$ cat src/rtl/ces_pkg.sv
package ces_pkg;

  localparam int NUM_COORDS  = 8;
  localparam int COORD_W     = 16;
  localparam int FRAME_W     = 32;
  localparam int HIST_W      = 32;
  localparam int FRAC_SHIFT  = 16;
  localparam int ALPHA_W     = 17;
  localparam int GAP_W       = 16;
  localparam int CFG_IDX_W   = 2;
  localparam int CFG_DATA_W  = 17;
  localparam int QUEUE_DEPTH = 2;
  localparam int QPTR_W      = 1;
  localparam int QCNT_W      = 2;

  localparam logic [CFG_IDX_W-1:0] REG_ENABLE = 2'd0;
  localparam logic [CFG_IDX_W-1:0] REG_ALPHA  = 2'd1;
  localparam logic [CFG_IDX_W-1:0] REG_GAP    = 2'd2;

  localparam logic                 ENABLE_RST = 1'b1;
  localparam logic [ALPHA_W-1:0]   ALPHA_RST  = 17'd32768;
  localparam logic [ALPHA_W-1:0]   ALPHA_ONE  = 17'd65536;
  localparam logic [GAP_W-1:0]     GAP_RST    = 16'd10;

  typedef logic signed [COORD_W-1:0] coord_t;
  typedef logic signed [HIST_W-1:0]  hist_t;

  typedef enum logic [1:0] {
    MODE_PASS,
    MODE_LOAD,
    MODE_UPDATE
  } mode_t;

  typedef struct packed {
    mode_t                       mode;
    logic                        restarted;
    coord_t [NUM_COORDS-1:0]     coords;
  } entry_t;

  typedef struct packed {
    logic               enable;
    logic [ALPHA_W-1:0] alpha;
    logic [GAP_W-1:0]   gap;
  } cfg_t;

endpackage

$ cat src/rtl/ces_queue.sv
module ces_queue (
  input  logic             clk,
  input  logic             rst_n,
  input  logic             push,
  input  ces_pkg::entry_t  push_entry,
  input  logic             pop,
  output ces_pkg::entry_t  head,
  output logic             full,
  output logic             empty
);

  ces_pkg::entry_t              mem [ces_pkg::QUEUE_DEPTH];
  logic [ces_pkg::QPTR_W-1:0]   wr_ptr_r, rd_ptr_r;
  logic [ces_pkg::QCNT_W-1:0]   count_r;

  assign full  = (count_r == ces_pkg::QCNT_W'(ces_pkg::QUEUE_DEPTH));
  assign empty = (count_r == '0);
  assign head  = mem[rd_ptr_r];

  always_ff @(posedge clk) begin
    if (push) begin
      mem[wr_ptr_r] <= push_entry;
    end
  end

  always_ff @(posedge clk) begin
    if (!rst_n) begin
      wr_ptr_r <= '0;
      rd_ptr_r <= '0;
      count_r  <= '0;
    end else begin
      if (push) begin
        wr_ptr_r <= wr_ptr_r + 1'b1;
      end
      if (pop) begin
        rd_ptr_r <= rd_ptr_r + 1'b1;
      end
      unique case ({push, pop})
        2'b10:   count_r <= count_r + 1'b1;
        2'b01:   count_r <= count_r - 1'b1;
        default: count_r <= count_r;
      endcase
    end
  end

endmodule

$ cat config.mk
export PLATFORM = sky130hd
export DESIGN_NAME = ces_queue
export DESIGN_NICKNAME = d
export VERILOG_FILES = /design/src/rtl/ces_pkg.sv /design/src/rtl/ces_queue.sv
export SDC_FILE = /design/constraint.sdc
export NUM_CORES = 1
export LEC_CHECK = 0
export BUFFER_PORTS_ARGS = -buffer_cell sky130_fd_sc_hd__clkbuf_2
export CORE_AREA = 2 2 159 161
export CTS_BUF_LIST = sky130_fd_sc_hd__clkbuf_8
export DETAILED_ROUTE_END_ITERATION = 10
export DIE_AREA = 0 0 161 163
export HOLD_SLACK_MARGIN = 0.05
export PLACE_DENSITY = 0.66
export SYNTH_ARGS = -nofsm -noshare
export SYNTH_HDL_FRONTEND = slang
export SYNTH_SLANG_ARGS = --single-unit
export TNS_END_PERCENT = 100
$ cat constraint.sdc
create_clock -name clk -period 7.3 [get_ports clk]
set_input_delay 0.73 -clock clk [delete_from_list [all_inputs] [get_ports clk]]
set_output_delay 0.73 -clock clk [all_outputs]
set_load 0.01 [all_outputs]
==> results.ini <==
[outcome]
status=completed

[yosys]
async_flop_share_pct=0
yosysWarnings=0
synthDistinctLibCells=18
synth-edff-count=262
yosys.area.top_type=edfxtp_1
synthFlopType=edfxtp_1
ys_ff_latch=267
synth_area_sq_um=9730
synth_common_cells=262 x edfxtp_1, 121 x mux2_2, 10 x buf_6, 10 x mux2_4
yosysMostFrequentCell=edfxtp_1
ys_seq_area_share_pct=81.9
synth_top_cells_by_area=edfxtp_1 81%, mux2_2 14%, mux2_4 1.5%
synth_nets=566
syn_area_per_cell_sq_um=22.6
synth_top_area_share_pct=80.8
synthCells=430

[die]
start_util_pct=39.5
die_w_um=161
io_pins=268
dieArea_sq_um=26200
placementRows=58
die_h_um=163
coreArea_sq_um=24700

[timing]
fin_crit_ns=3.61
final-setup-viol-count=0
timing.final.crit_share_pct=49.5
slew_viol_final=0
rsz0062_at_grt=no
skew_ns=0.0197
slew_headroom_pct=29.7
max_freq_mhz=277
tns_ns=0
max_slew.worst_pin.slew_ns=1.05
final_hold_viol_count=0

[grt]
first_global_vias=5535
grt_pass1_wl_um=28300
gr-total-overflow=0
grt_max_degree=80
grt_use_total_pct=13.7
antenna_found_initial=0

[route]
vias=5041
dr.pass1.iters=4
wl_per_cell_um=16.8
drtIter0Drc=198
wl_met3_um=1620
routed_wl_um=18400
met2_length_um=9380
routed.top_layer=met4
wl_met1_um=7160
viasPerCell=4.60
drtAntennaViolNets=0
drc=0

[clock_network]
postCtsSetupRepairBufs=0
cts_root_buffer=clkbuf_8
cts_hold_buffers=0
htreeDepth=2
cts_tree=built
cts-buffers-inserted=43
clkSinkCount=267
clkSlewWorstSetupHoldPaths_ns=0.06
cts.path.max_buffers=3
postCtsResizedCells=0
clkLatencyLatePin_ns=0.52

[setup_path]
worstPathArrival_ns=2.88
cp.required_ns=6.57
end_kind=output port
cpMaxStageDelayCell=buf_4
crit_fanout=79
critical_path_class=flop to output port
critPathMaxStageDelay_ns=0.85
crit_chain=buf_4 -> mux2_2 -> clkbuf_2
crit_path_start_kind=flop

[placed_design]
gp_congestion=0.731
hpwl_um=12200
io_buffer_count=267

[min_path]
hp-class=primary input to flop

[finish]
final_nets=867
utilization_pct=49.5
syn2layout_area_growth_pct=25.4
drive_gt1_share_pct=60.1
antennaDiodeCount=0

[flow_run]
cap_violations=0

[pwr]
leakage_nw=4.68
p_per_area_nw_per_um2=272
ir_worst_vdd_uv=178

-- sequential cells by signal, summed over array words and instances, names as in the netlist, named ones only --
name,count
wr_ptr_r,1
count_r,2
mem,262
rd_ptr_r,1
-- final timing paths --
kind                 endpoint  cells after the start            from  slack [ns]
hold / removal     mem[1][44]                      1  push_entry[44]        0.39
hold reg to reg    count_r[1]                      2      count_r[1]        0.50
setup / recovery    head[111]                      3            flop        3.69
setup reg to reg  mem[1][113]                      2        wr_ptr_r        4.90
-- layer usage --
metal  up-vias  GRT usage [%]
met5         -              0
met1      2493           15.9
met3        28           5.12
met2       198           23.7
met4         0           4.22
li1       2322              -
-- where the power goes --
group | leakage [nW] | switching (mW) | internal [mW]
registers | 2.50 | 0.0302 | 1.77
clock network | 0.471 | 0.547 | 0.644
logic | 1.71 | 0.170 | 0.160
-- stage by stage --
stage | area (sq um) | std cells | power, mW | hold slack, ns | worst slack (ns)
detailed placement | 11400 | 1016 | 2.17 | 0.506 | 4.15
global placement | 11400 | 1016 | 2.16 | 0.476 | 4.20
global route | 12200 | 1095 | 3.46 | 0.357 | 3.46
floorplan | 9730 | 430 | 2.03 | 0.466 | 0.367
CTS | 12200 | 1095 | 3.38 | 0.355 | 3.59
finish | 12200 | 1095 | 3.32 | 0.394 | 3.69
-- layout by cell type (no fill, tap or decap), types with 2 or more instances in the layout --
cell type  instances
and2_1             3
buf_4              4
bufinv_16          2
clkbuf_2         267
clkbuf_8          45
clkinv_1          10
clkinv_2           5
dfxtp_1            4
edfxtp_1         262
inv_1             16
mux2_2           121
mux2_4            10
xnor2_1            2
-- cells by family (layout without fill, tap and decap cells) --
kind of cell | after synthesis | count (layout) | share of synthesized area, %
multiplexers | 131 | 131 | 15.5
XOR/XNOR | 3 | 3 | 0.270
AND/OR/NAND/NOR | 9 | 9 | 0.553
buffers and inverters | 16 | 351 | 1.45
adder cells (fa/ha/maj) | 1 | 1 | 0.129
AO/OA/AOI/OAI | 3 | 3 | 0.206
flip-flops | 267 | 267 | 81.9
-- area by class of cell --
cell class / count / area, sq um
timing repair buffer: 271 / 1370
inverter: 1 / 3.75
multi-input combinational: 147 / 1640
sequential: 267 / 7970
tap: 330 / 413
clock buffer: 45 / 619
clock inverter: 34 / 195
fill: 2070 / 12500
-- worst max-delay path: cells and delay by family (launching register included) --
family	cells	cell delay, ns
buf+inv	2	0.98
flops	1	0.82
mux	1	0.43
(Power assumes the default switching activity.)
