### config.mk
export PLATFORM = sky130hd
export DESIGN_NAME = ces_front_flat
export DESIGN_NICKNAME = d
export VERILOG_FILES = /design/src/rtl/ces_pkg.sv /design/src/rtl/ces_in_if.sv /design/src/rtl/ces_front.sv /design/src/flat_wrapper.sv
export SDC_FILE = /design/constraint.sdc
export NUM_CORES = 1
export LEC_CHECK = 0
export CAP_MARGIN = 20
export CORE_AREA = 2 2 129 131
export DETAILED_ROUTE_END_ITERATION = 8
export DIE_AREA = 0 0 131 133
export DONT_BUFFER_PORTS = 1
export SYNTH_ARGS = -nofsm -noshare
export SYNTH_HDL_FRONTEND = slang
export SYNTH_SLANG_ARGS = --single-unit
export TNS_END_PERCENT = 50
### constraint.sdc
create_clock -name clk -period 14.8 [get_ports clk]
set_clock_uncertainty 0.2 [all_clocks]
set_input_delay 2.96 -clock clk [delete_from_list [all_inputs] [get_ports clk]]
set_output_delay 2.96 -clock clk [all_outputs]
set_load 0.05 [all_outputs]
### src/rtl/ces_pkg.sv
package ces_pkg;

  localparam int NUM_COORDS  = 8;
  localparam int COORD_W     = 16;
  localparam int FRAME_W     = 32;
  localparam int HIST_W      = 32;
  localparam int FRAC_SHIFT  = 16;
  localparam int ALPHA_W     = 17;
  localparam int GAP_W       = 16;
  localparam int CFG_IDX_W   = 2;
  localparam int CFG_DATA_W  = 17;
  localparam int QUEUE_DEPTH = 2;
  localparam int QPTR_W      = 1;
  localparam int QCNT_W      = 2;

  localparam logic [CFG_IDX_W-1:0] REG_ENABLE = 2'd0;
  localparam logic [CFG_IDX_W-1:0] REG_ALPHA  = 2'd1;
  localparam logic [CFG_IDX_W-1:0] REG_GAP    = 2'd2;

  localparam logic                 ENABLE_RST = 1'b1;
  localparam logic [ALPHA_W-1:0]   ALPHA_RST  = 17'd32768;
  localparam logic [ALPHA_W-1:0]   ALPHA_ONE  = 17'd65536;
  localparam logic [GAP_W-1:0]     GAP_RST    = 16'd10;

  typedef logic signed [COORD_W-1:0] coord_t;
  typedef logic signed [HIST_W-1:0]  hist_t;

  typedef enum logic [1:0] {
    MODE_PASS,
    MODE_LOAD,
    MODE_UPDATE
  } mode_t;

  typedef struct packed {
    mode_t                       mode;
    logic                        restarted;
    coord_t [NUM_COORDS-1:0]     coords;
  } entry_t;

  typedef struct packed {
    logic               enable;
    logic [ALPHA_W-1:0] alpha;
    logic [GAP_W-1:0]   gap;
  } cfg_t;

endpackage

### src/rtl/ces_in_if.sv
interface ces_in_if;
  logic                                   valid;
  logic                                   ready;
  logic                                   corners_present;
  logic [ces_pkg::FRAME_W-1:0]            frame_number;
  logic signed [ces_pkg::COORD_W-1:0]     corner_x0;
  logic signed [ces_pkg::COORD_W-1:0]     corner_y0;
  logic signed [ces_pkg::COORD_W-1:0]     corner_x1;
  logic signed [ces_pkg::COORD_W-1:0]     corner_y1;
  logic signed [ces_pkg::COORD_W-1:0]     corner_x2;
  logic signed [ces_pkg::COORD_W-1:0]     corner_y2;
  logic signed [ces_pkg::COORD_W-1:0]     corner_x3;
  logic signed [ces_pkg::COORD_W-1:0]     corner_y3;

  modport source (
    output valid, corners_present, frame_number,
    output corner_x0, corner_y0, corner_x1, corner_y1,
    output corner_x2, corner_y2, corner_x3, corner_y3,
    input  ready
  );

  modport sink (
    input  valid, corners_present, frame_number,
    input  corner_x0, corner_y0, corner_x1, corner_y1,
    input  corner_x2, corner_y2, corner_x3, corner_y3,
    output ready
  );
endinterface

### src/rtl/ces_front.sv
module ces_front (
  input  logic             clk,
  input  logic             rst_n,
  input  ces_pkg::cfg_t    cfg,
  ces_in_if.sink           in_ch,
  input  logic             q_full,
  output logic             push,
  output ces_pkg::entry_t  push_entry
);

  logic                          hist_valid_r, hist_valid_nxt;
  logic [ces_pkg::FRAME_W-1:0]   last_frame_r, last_frame_nxt;
  logic [ces_pkg::FRAME_W-1:0]   delta;
  logic                          restart;

  assign in_ch.ready = !q_full;
  assign push        = in_ch.valid && !q_full;

  assign delta   = in_ch.frame_number - last_frame_r;
  assign restart = !hist_valid_r || (in_ch.frame_number <= last_frame_r) ||
                   (delta > {{(ces_pkg::FRAME_W-ces_pkg::GAP_W){1'b0}}, cfg.gap});

  // coordinates in x0,y0,...,y3 order
  always_comb begin
    push_entry.coords[0] = in_ch.corner_x0;
    push_entry.coords[1] = in_ch.corner_y0;
    push_entry.coords[2] = in_ch.corner_x1;
    push_entry.coords[3] = in_ch.corner_y1;
    push_entry.coords[4] = in_ch.corner_x2;
    push_entry.coords[5] = in_ch.corner_y2;
    push_entry.coords[6] = in_ch.corner_x3;
    push_entry.coords[7] = in_ch.corner_y3;
    hist_valid_nxt       = hist_valid_r;
    last_frame_nxt       = last_frame_r;
    priority if (!in_ch.corners_present) begin
      push_entry.mode      = ces_pkg::MODE_PASS;
      push_entry.restarted = 1'b1;
      hist_valid_nxt       = 1'b0;
      last_frame_nxt       = '0;
    end else if (!cfg.enable) begin
      push_entry.mode      = ces_pkg::MODE_PASS;
      push_entry.restarted = 1'b0;
    end else begin
      push_entry.mode      = restart ? ces_pkg::MODE_LOAD : ces_pkg::MODE_UPDATE;
      push_entry.restarted = restart;
      hist_valid_nxt       = 1'b1;
      last_frame_nxt       = in_ch.frame_number;
    end
  end

  always_ff @(posedge clk) begin
    if (!rst_n) begin
      hist_valid_r <= 1'b0;
      last_frame_r <= '0;
    end else if (push) begin
      hist_valid_r <= hist_valid_nxt;
      last_frame_r <= last_frame_nxt;
    end
  end

endmodule

### src/flat_wrapper.sv
// flat-port wrapper written by rule: the top's interface ports become plain ports
module ces_front_flat 
  (clk, rst_n, cfg, q_full, push, push_entry, in_ch_valid, in_ch_corners_present, in_ch_frame_number, in_ch_corner_x0, in_ch_corner_y0, in_ch_corner_x1, in_ch_corner_y1, in_ch_corner_x2, in_ch_corner_y2, in_ch_corner_x3, in_ch_corner_y3, in_ch_ready);
  ces_in_if in_ch_i ();
  input  logic clk;
  input  logic rst_n;
  input  ces_pkg::cfg_t cfg;
  input  logic q_full;
  output logic push;
  output ces_pkg::entry_t push_entry;
  input wire logic [$bits(in_ch_i.valid)-1:0] in_ch_valid;
  input wire logic [$bits(in_ch_i.corners_present)-1:0] in_ch_corners_present;
  input wire logic [$bits(in_ch_i.frame_number)-1:0] in_ch_frame_number;
  input wire logic [$bits(in_ch_i.corner_x0)-1:0] in_ch_corner_x0;
  input wire logic [$bits(in_ch_i.corner_y0)-1:0] in_ch_corner_y0;
  input wire logic [$bits(in_ch_i.corner_x1)-1:0] in_ch_corner_x1;
  input wire logic [$bits(in_ch_i.corner_y1)-1:0] in_ch_corner_y1;
  input wire logic [$bits(in_ch_i.corner_x2)-1:0] in_ch_corner_x2;
  input wire logic [$bits(in_ch_i.corner_y2)-1:0] in_ch_corner_y2;
  input wire logic [$bits(in_ch_i.corner_x3)-1:0] in_ch_corner_x3;
  input wire logic [$bits(in_ch_i.corner_y3)-1:0] in_ch_corner_y3;
  output wire logic [$bits(in_ch_i.ready)-1:0] in_ch_ready;
  assign in_ch_i.valid = in_ch_valid;
  assign in_ch_i.corners_present = in_ch_corners_present;
  assign in_ch_i.frame_number = in_ch_frame_number;
  assign in_ch_i.corner_x0 = in_ch_corner_x0;
  assign in_ch_i.corner_y0 = in_ch_corner_y0;
  assign in_ch_i.corner_x1 = in_ch_corner_x1;
  assign in_ch_i.corner_y1 = in_ch_corner_y1;
  assign in_ch_i.corner_x2 = in_ch_corner_x2;
  assign in_ch_i.corner_y2 = in_ch_corner_y2;
  assign in_ch_i.corner_x3 = in_ch_corner_x3;
  assign in_ch_i.corner_y3 = in_ch_corner_y3;
  assign in_ch_ready = in_ch_i.ready;
  ces_front u_core (.clk(clk), .rst_n(rst_n), .cfg(cfg), .in_ch(in_ch_i), .q_full(q_full), .push(push), .push_entry(push_entry));
endmodule
==> flow_summary.yaml, run 1 <==
worst_setup_path:
  worstPathArrival_ns: 8.12
  critPathLaunchType: "primary input"
  path_class: "in2out"
  critPathMaxFanout: 5
  crit_required_ns: 11.64
  endpoint_kind: "output pin"
layout:
  multi_input_area_um2: 2880
  drive_gt1_frac: 0.0505
  nNetsFinal: 744
  fillCellCount: 1805
  fin_area_um2: 4180
  seq_area_um2: 661
  layoutNonFillerInstCount: 716
  area.growth.synth_to_final_pct: -12.8
drt:
  drc_errors: 0
  drt-total-wl_mm: 11.9
  drtAntennaViolNets: 0
  via_per_inst: 5.30
  drt_iter0_drc: 365
  drtPass1Iterations: 6
  detail_route.wl_per_cell_um: 16.7
  routed-via-count: 3792
floorplan:
  initial_core_util: 0.296
  die_x_um: 131
  die-area_um2: 17400
  die_height_um: 133
  row_count: 47
  ios: 332
  core-area_um2: 16200
placement:
  io_buffers: 0
  routabilityCongestion: 0.923
  dpl_cell_area_um2: 4040
  dp.cells: 709
  dp_hpwl_mm: 9.85
synth:
  yosys-top-cells-area: "buf_4, dfxtp_1, ha_1"
  synth.top_cell.area_share: 0.201
  ys_async_sr_fraction: 0
  synth_edf_count: 0
  yosys_register_bits: 33
  syn_nets: 884
  yosysWarnings: 0
  syn_inst: 636
  seq_area_frac_synth: 0.138
  ys.flop_type: "dfxtp_1"
  synth.cell_area_um2: 4790
  yosys.cell_types.count: 64
  yosys.area.top_type: "buf_4"
  postSynthAreaPerCell_um2: 7.53
clocking:
  clock_latency_ns: 0.28
  clockBufferDepth: 2
  h-tree-depth: 2
  post_cts_buffers: 0
  postCtsHoldBufs: 0
  clock-sinks: 33
  cts_resized: 0
  cts_made_buffers: 5
  clkTransAtPathRegs_ns: 0.05
  cts_tree: "done"
  cts_root_buf: "clkbuf_16"
timing:
  hold_ws_ns: 0.316
  setup_viol: 0
  worst_slew_pin_slew_ns: 1.07
  min_period_ns: 11.28
  rsz0062_at_grt: "false"
  fin_crit_sh: 0.762
  hold_viol: 0
  fmaxAchievable_ghz: 0.0886
  tns_ns: 0
  report.final.slew_viol_count: 0
  relSlewSlack: 0.287
global_route:
  grt_pass1_wl_mm: 18.5
  antenna_found_initial: 1
  grt_remaining_overflow: 0
  grt_usage: 0.134
  grt_max_degree: 34
  grt_pass1_vias: 3564
power:
  p_leak_nw: 1.47
  ir_drop_mv: 0.0371
  p_per_area_nw_per_um2: 69.3
outcome:
  status: "finished clean"
worst_hold_path:
  hold_path.class: "reg2reg"
run:
  drv_cap: 0
## final cells by class
type,count,area share
well taps,220,0.0659
diodes,1,0.000599
multi-input cells,398,0.690
clock buffers,5,0.0300
clock inverters,1,0.00120
flip-flops and latches,33,0.158
inverters,56,0.0503
repair buffers,2,0.00359
## power breakdown
| part | internal (mW) | switching [mW] |
|---|---|---|
| Sequential | 0.0907 | 0.000887 |
| Combinational | 0.0394 | 0.0610 |
| Clock | 0.0600 | 0.0374 |
## cells in the mapped netlist, types with 4 or more instances
| library cell | number |
|---|---|
| nand2_1 | 36 |
| xor2_1 | 6 |
| nor3_1 | 7 |
| a21o_1 | 8 |
| nand4_1 | 14 |
| buf_4 | 128 |
| a211o_1 | 4 |
| and2_1 | 4 |
| nand3_1 | 6 |
| clkbuf_1 | 20 |
| dfxtp_1 | 33 |
| o21a_1 | 11 |
| ha_1 | 48 |
| a21oi_1 | 39 |
| a22oi_1 | 33 |
| o211ai_1 | 9 |
| xnor2_1 | 11 |
| inv_1 | 56 |
| nor2_1 | 21 |
| nor2b_1 | 39 |
| o21ai_0 | 29 |
## final timing paths
check                          start                      end  slack (ns)  cells after the start
max            in_ch_frame_number[0]          push_entry[130]        3.52                     19
min          u_core.last_frame_r[31]  u_core.last_frame_r[31]        0.32                      2
max reg2reg   u_core.last_frame_r[1]   u_core.last_frame_r[1]       13.94                      2
min reg2reg  u_core.last_frame_r[31]  u_core.last_frame_r[31]        0.32                      2
## cell usage in the layout (no fill, tap or decap), drive strengths merged, types with 3 or more instances in the layout
master and n:
o2111ai 3, nor2 21, ha 48, or3 3
nor4 3, a211oi 3, nor2b 39, mux2i 3
nand3 7, dfxtp 33, xnor2 11, o211ai 9
clkbuf 5, inv 56, a2111oi 6, nor3 7
a21o 9, a21boi 3, o31ai 3, xor2 6
nand2 36, nand2b 3, a211o 4, a22oi 33
and2 4, nand4 14, o21ai 33, o21a 11
a31oi 3, a21oi 41, o22ai 3
## critical path: stages
cell,delay (ns)
inv_1,0.02
ha_1,0.21
fa_1,0.40
nand2b_1,0.18
a21oi_1,0.29
o211ai_1,0.18
a211oi_1,0.65
nor2_1,0.11
xnor2_1,0.21
ha_1,0.26
nand4_1,0.13
inv_1,0.06
a221o_1,0.28
nor3_1,0.26
o2111ai_1,0.21
a221o_2,0.35
a2111oi_1,0.38
nand4_1,0.24
nor2_1,0.72
## logic make-up (layout without fill, tap and decap cells)
family | after synthesis | after routing | synth area share
mux | 3 | 3 | 0.00627
fa+ha+maj | 49 | 49 | 0.130
compound gates | 184 | 184 | 0.274
buf+inv | 205 | 64 | 0.261
other cells | 0 | 1 | 0
xor+xnor | 17 | 17 | 0.0311
flops | 33 | 33 | 0.138
simple gates | 145 | 145 | 0.160
## routing by layer
| metal | track usage | share of wire | vias up |
|---|---|---|---|
| li1 | - | - | 1837 |
| met1 | 0.168 | 0.42 | 1731 |
| met2 | 0.200 | 0.43 | 173 |
| met3 | 0.0574 | 0.11 | 51 |
| met4 | 0.0532 | 0.033 | 0 |
| met5 | 0 | 0 | - |
## flip-flops by register name, summed over array words and instances (netlist names)
name,count
u_core.last_frame_r,32
u_core.hist_valid_r,1
## metrics by stage
step           power (mW)   util  worst slack [ns]
6_report            0.289  0.258              3.52
5_1_grt             0.310  0.258              3.16
4_1_cts             0.294  0.258              3.53
3_5_place_dp        0.193  0.250              3.51
3_3_place_gp        0.192  0.250              3.65
2_1_floorplan       0.266      -              4.49
(Power assumes the default switching activity.)
==> run 2: changes to the inputs <==
ABC_AREA = 1   (was default)
CORE_AREA = 2 2 128 130   (was 2 2 129 131)
DIE_AREA = 0 0 130 132   (was 0 0 131 133)
clock period = 10.45 ns   (was 14.8 ns; I/O delays follow)
==> flow_summary.yaml, run 2 <==
synth:
  yosys_register_bits: 33
  yosysWarnings: 0
  synth_commonest_cells: "nand2_1, inv_1, buf_4"
  synth.cell_area_um2: 5340
  postSynthAreaPerCell_um2: 5.68
  ys.flop_type: "dfxtp_1"
  synth_edf_count: 0
  syn_nets: 1187
  yosysMostFrequentCell: "nand2_1"
  seq_area_frac_synth: 0.124
  synth.top_cell.area_share: 0.214
  ys_async_sr_fraction: 0
  yosys.area.top_type: "nand2_1"
  syn_inst: 939
  yosys-top-cells-area: "nand2_1, buf_4, inv_1"
  yosys.cell_types.count: 32
layout:
  area.growth.synth_to_final_pct: -9.68
  largest_register_ff_count: 32
  final_cell_mix: "nand2_1, inv_1, nand3_1"
  top_register: "u_core.last_frame_r"
  fin_area_um2: 4820
  drive_gt1_frac: 0.0457
  antenna_cells: 0
  layout_commonest_cell: "nand2_1"
  largestRegisters: "u_core.last_frame_r x32, u_core.hist_valid_r x1"
  nNetsFinal: 1056
drt:
  drt_iter0_drc: 214
  via_per_inst: 4.51
  drtAntennaViolNets: 0
  drtPass1Iterations: 5
  routed-via-count: 4625
  detail_route.wl_per_cell_um: 13.5
  drc_errors: 0
  drt-total-wl_mm: 13.8
global_route:
  grt_remaining_overflow: 0
  grt_max_degree: 37
  grt_use_met2: 0.273
  antenna_found_initial: 0
  grt_use_met3: 0.0304
  grt_pass1_wl_mm: 22.3
  grt_pass1_vias: 4325
  gr-usage-met1: 0.198
  grt_usage: 0.163
  busiest_layer: "met2"
worst_setup_path:
  slowest_delay_ns: 0.68
  cpMostUsedCell: "nand2_1"
  crit_buf_inv: 2
  endpoint_kind: "output pin"
  critPathLaunchType: "primary input"
  r2r-start: "u_core.last_frame_r[1]"
  r2r-end: "u_core.last_frame_r[1]"
  worstPathArrival_ns: 5.42
  crit_required_ns: 8.16
  critPathMaxFanout: 3
  slowest_stage: "nor2_1"
  crit_chain: "inv_1, ha_1, fa_1, inv_1, nand2_1, nand3_2, nand2_1, nand2_1, xor2_1, ha_1, nand2_1, o21ai_0, a21oi_1, nand2_1, nand2_1, nand2_1, nor2_1, nand4_1, nor2_2, nand2_1, nor2_1"
  rrSetupSlack_ns: 9.60
  reg2regPathDepth: 2
  path_class: "in2out"
  crit_family: "simple AND/OR/NAND/NOR gates"
clocking:
  cts_root_buf: "clkbuf_16"
  post_cts_buffers: 0
  clock_latency_ns: 0.28
  cts_resized: 0
  clkTransAtPathRegs_ns: 0.05
  cts_tree: "done"
  h-tree-depth: 2
  clock-sinks: 33
  cts_made_buffers: 5
  postCtsHoldBufs: 0
  clockBufferDepth: 2
timing:
  tns_ns: 0
  setup_viol: 0
  fmaxAchievable_ghz: 0.130
  hold_viol: 0
  report.final.slew_viol_count: 0
  rsz0062_at_grt: "false"
  min_period_ns: 7.71
  fin_crit_sh: 0.738
  relSlewSlack: 0.308
  worst_slew_pin_slew_ns: 1.04
  hold_ws_ns: 0.263
worst_hold_path:
  hold_path.class: "reg2reg"
  min_from: "u_core.last_frame_r[20]"
  min_to: "u_core.last_frame_r[20]"
  hold-path-cell-count: 2
power:
  p_per_area_nw_per_um2: 95.7
  p_leak_nw: 2.65
  power.total_uw: 461
  ir_drop_mv: 0.0552
placement:
  io_buffers: 0
  routabilityCongestion: 0.858
  dp_hpwl_mm: 11.8
  dpl_cell_area_um2: 4610
floorplan:
  row_count: 46
  initial_core_util: 0.340
  ios: 332
  die_x_um: 130
  die_height_um: 132
  core-area_um2: 15700
  die-area_um2: 17200
outcome:
  status: "finished clean"
run:
  drv_cap: 0
==> run 2: changes by cell type in the layout (fill, tap and decap cells not counted), sizes merged, moves of 9 or more <==
cell    delta
o211ai     -9
o21a      -11
a21oi     +16
xnor2      -9
inv      +125
nor2b     -39
nand3     +54
nor2      +41
o21ai     -31
a22oi     -33
nand2    +279
==> run 2: stage by stage <==
| stage | setup WS [ns] | util | std cells |
|---|---|---|---|
| after floorplan | 3.25 | - | 939 |
| after global placement | 2.72 | 0.293 | 1015 |
| after detailed placement | 2.74 | 0.293 | 1015 |
| after CTS | 2.74 | 0.303 | 1023 |
| after global routing | 2.48 | 0.307 | 1025 |
| final | 2.74 | 0.307 | 1025 |
==> run 2: power breakdown <==
group	leakage (nW)	total (mW)	switching, mW	internal (mW)
logic	2.30	0.170	0.109	0.0607
clock network	0.0799	0.160	0.0593	0.101
registers	0.268	0.131	0.00163	0.129
total	2.65	0.461	0.170	0.291
==> run 2: worst max-delay path by stage <==
stage | startpoint | endpoint | slack (ns) | depth (start not counted)
2_1_floorplan | in_ch_frame_number[0] | push_entry[130] | 3.25 | 20
3_3_place_gp | in_ch_frame_number[0] | push_entry[130] | 2.72 | 21
3_5_place_dp | in_ch_frame_number[0] | push_entry[130] | 2.74 | 21
4_1_cts | in_ch_frame_number[0] | push_entry[130] | 2.74 | 21
5_1_grt | in_ch_frame_number[0] | push_entry[130] | 2.48 | 21
6_report | in_ch_frame_number[0] | push_entry[130] | 2.74 | 21
==> run 2: layout make-up <==
class                   count  area, um^2
fillers                  1796       10900
flip-flops and latches     33         661
inverters                 182         683
repair buffers              3        62.6
clock inverters             1        5.00
multi-input cells         583        2990
well taps                 216         270
clock buffers               7         153
==> run 2: routing by layer <==
metal | part of all wire | wire [um]
met1 | 0.42 | 5860
met2 | 0.47 | 6470
met3 | 0.066 | 910
met4 | 0.042 | 583
met5 | 0 | 0
==> run 2: kinds of logic after synthesis <==
logic type,Yosys count,synth area share
buffers and inverters,323,0.317
flip-flops,33,0.124
AND/OR/NAND/NOR,456,0.357
XOR/XNOR,14,0.0230
adder cells (fa/ha/maj),49,0.116
AO/OA/AOI/OAI,64,0.0624
==> run 2: worst register-to-register path: cells and delay by family (launching register included) <==
family | cells | cell delay (ns)
AND/OR/NAND/NOR | 1 | 0.07
AO/OA/AOI/OAI | 1 | 0.14
flip-flops | 1 | 0.38
==> run 3: changes to the inputs <==
ABC_AREA = 0   (was 1)
CORE_AREA = 2 2 129 131   (was 2 2 128 130)
DIE_AREA = 0 0 131 133   (was 0 0 130 132)
clock period = 7.4 ns   (was 10.45 ns; I/O delays follow)
==> flow_summary.yaml, run 3 (same netlist as run 1, synthesis figures left out) <==
outcome:
  status: "finished clean"
placement:
  routabilityCongestion: 0.928
  dp_hpwl_mm: 9.87
  place_ws_ns: -0.0110
  io_buffers: 0
clocking:
  clockBufferDepth: 2
  postCtsHoldBufs: 0
  clock-sinks: 33
  clkTransAtPathRegs_ns: 0.05
  cts_tree: "done"
  clock_latency_ns: 0.28
  cts_made_buffers: 5
  h-tree-depth: 2
  cts_root_buf: "clkbuf_16"
layout:
  layout_commonest_cell: "inv_1"
  final_cell_mix: "inv_1, ha_1, a21oi_1"
  drive_gt1_frac: 0.0959
  top_register: "u_core.last_frame_r"
  largestRegisters: "u_core.last_frame_r x32, u_core.hist_valid_r x1"
  largest_register_ff_count: 32
  nNetsFinal: 758
  final_util: 0.269
  area.growth.synth_to_final_pct: -9.30
timing:
  fmaxAchievable_ghz: 0.140
  hold_viol: 0
  rsz0062_at_grt: "false"
  min_period_ns: 7.16
  fin_crit_sh: 0.967
  relSlewSlack: 0.294
  worst_slew_pin_slew_ns: 1.06
  layout_setup_ws_ns: 0.244
  report.final.slew_viol_count: 0
  setup_viol: 0
worst_hold_path:
  hold_path.class: "reg2reg"
global_route:
  grt_max_degree: 34
  grt_pass1_wl_mm: 19.1
  grt_remaining_overflow: 0
  antenna_found_initial: 1
  grt_pass1_vias: 3718
  grt_usage: 0.136
power:
  clkPwrFrac: 0.344
  p_sw_frac: 0.351
  intPower_uw: 390
  p_comb_frac: 0.352
  ir_drop_mv: 0.0760
  p_per_area_nw_per_um2: 138
  p_switching_uw: 211
  seqPwrFrac: 0.304
  power.total_uw: 601
  p_leak_nw: 1.55
floorplan:
  die_height_um: 133
  core-area_um2: 16200
  die_x_um: 131
  die-area_um2: 17400
  ios: 332
  initial_core_util: 0.296
  row_count: 47
drt:
  drt-total-wl_mm: 12.1
  via_per_inst: 5.28
  drc_errors: 0
  routed.top_layer: "met4"
  dr_wl_met2_mm: 5.12
  wl_met1_mm: 5.28
  drtAntennaViolNets: 0
  detail_route.wl_per_cell_um: 16.6
  drtPass1Iterations: 5
  routed-via-count: 3862
  dr_wl_met3_mm: 1.30
  drt_iter0_drc: 370
worst_setup_path:
  endpoint_kind: "output pin"
  critPathLaunchType: "primary input"
  crit_required_ns: 5.72
  worstPathArrival_ns: 5.48
  path_class: "in2out"
  critPathMaxFanout: 3
run:
  drv_cap: 0
-- run 3: cell types whose count changed in the layout (fill, tap and decap cells not counted), moves of 9 or more --
cell,delta
nand3_1,-53
nor2b_1,+37
nor2_1,-33
xnor2_1,+9
a21oi_1,-19
inv_1,-121
nand2_1,-268
o21ai_0,+28
buf_4,+14
o211ai_1,+9
o21a_1,+11
a22oi_1,+33
nand2_2,-10
-- run 3: through the flow --
stage | cells | setup TNS, ns | area, um^2 | hold slack, ns
after floorplan | 636 | 0 | 4790 | 0.272
after CTS | 730 | 0 | 4290 | 0.318
after global routing | 732 | 0 | 4340 | 0.342
after detailed placement | 722 | -0.0110 | 4140 | 0.304
after global placement | 722 | 0 | 4140 | 0.292
final | 732 | 0 | 4340 | 0.318
-- run 3: power by group through the flow --
stage	Sequential, mW	Clock (mW)	Combinational [mW]
3_5_place_dp	0.187	0	0.204
6_report	0.183	0.207	0.211
5_1_grt	0.183	0.218	0.237
3_3_place_gp	0.187	0	0.204
2_1_floorplan	0.186	0	0.345
4_1_cts	0.183	0.212	0.206
-- run 3: path summary, 6_finish.rpt --
| check | start | endpoint | slack [ns] | depth (start not counted) |
|---|---|---|---|---|
| max | in_ch_frame_number[0] | push_entry[130] | 0.24 | 20 |
| min | u_core.last_frame_r[30] | u_core.last_frame_r[30] | 0.32 | 2 |
| max reg2reg | u_core.last_frame_r[1] | u_core.last_frame_r[1] | 6.54 | 2 |
| min reg2reg | u_core.last_frame_r[30] | u_core.last_frame_r[30] | 0.32 | 2 |
-- run 3: what timing repair did --
action | in CTS | in global routing
buffers inserted | 0 | 1
setup endpoints to repair | 2 | 3
pin swaps | 0 | 6
gates resized for setup | 3 | 8
gates cloned | 0 | 0
-- run 3: area by class of cell --
| cell class | instances | area [um^2] |
|---|---|---|
| fill | 1801 | 11800 |
| multi-input combinational | 398 | 2930 |
| sequential | 33 | 661 |
| tap | 220 | 275 |
| inverter | 56 | 210 |
| clock buffer | 6 | 129 |
| timing repair buffer | 16 | 124 |
| clock inverter | 2 | 10.0 |
| antenna | 1 | 2.50 |
-- run 3: critical path: stages --
cell and delay, ns:
inv_1 0.02, ha_1 0.21, fa_1 0.39, nand2b_4 0.16, a21oi_2 0.18, buf_4 0.14
o2111ai_2 0.16, nand2_1 0.15, xor2_1 0.16, ha_1 0.27, a21oi_1 0.15, nand2_1 0.07
a221o_1 0.35, nor3_2 0.18, o2111ai_1 0.15, a221o_2 0.34, a2111oi_2 0.30, nand4_1 0.25
nor2_1 0.19, buf_6 0.17
-- run 3: routing by layer --
layer,up-vias,global-route usage
met5,-,0
met4,0,0.0520
met3,56,0.0554
met2,158,0.201
met1,1772,0.175
li1,1876,-
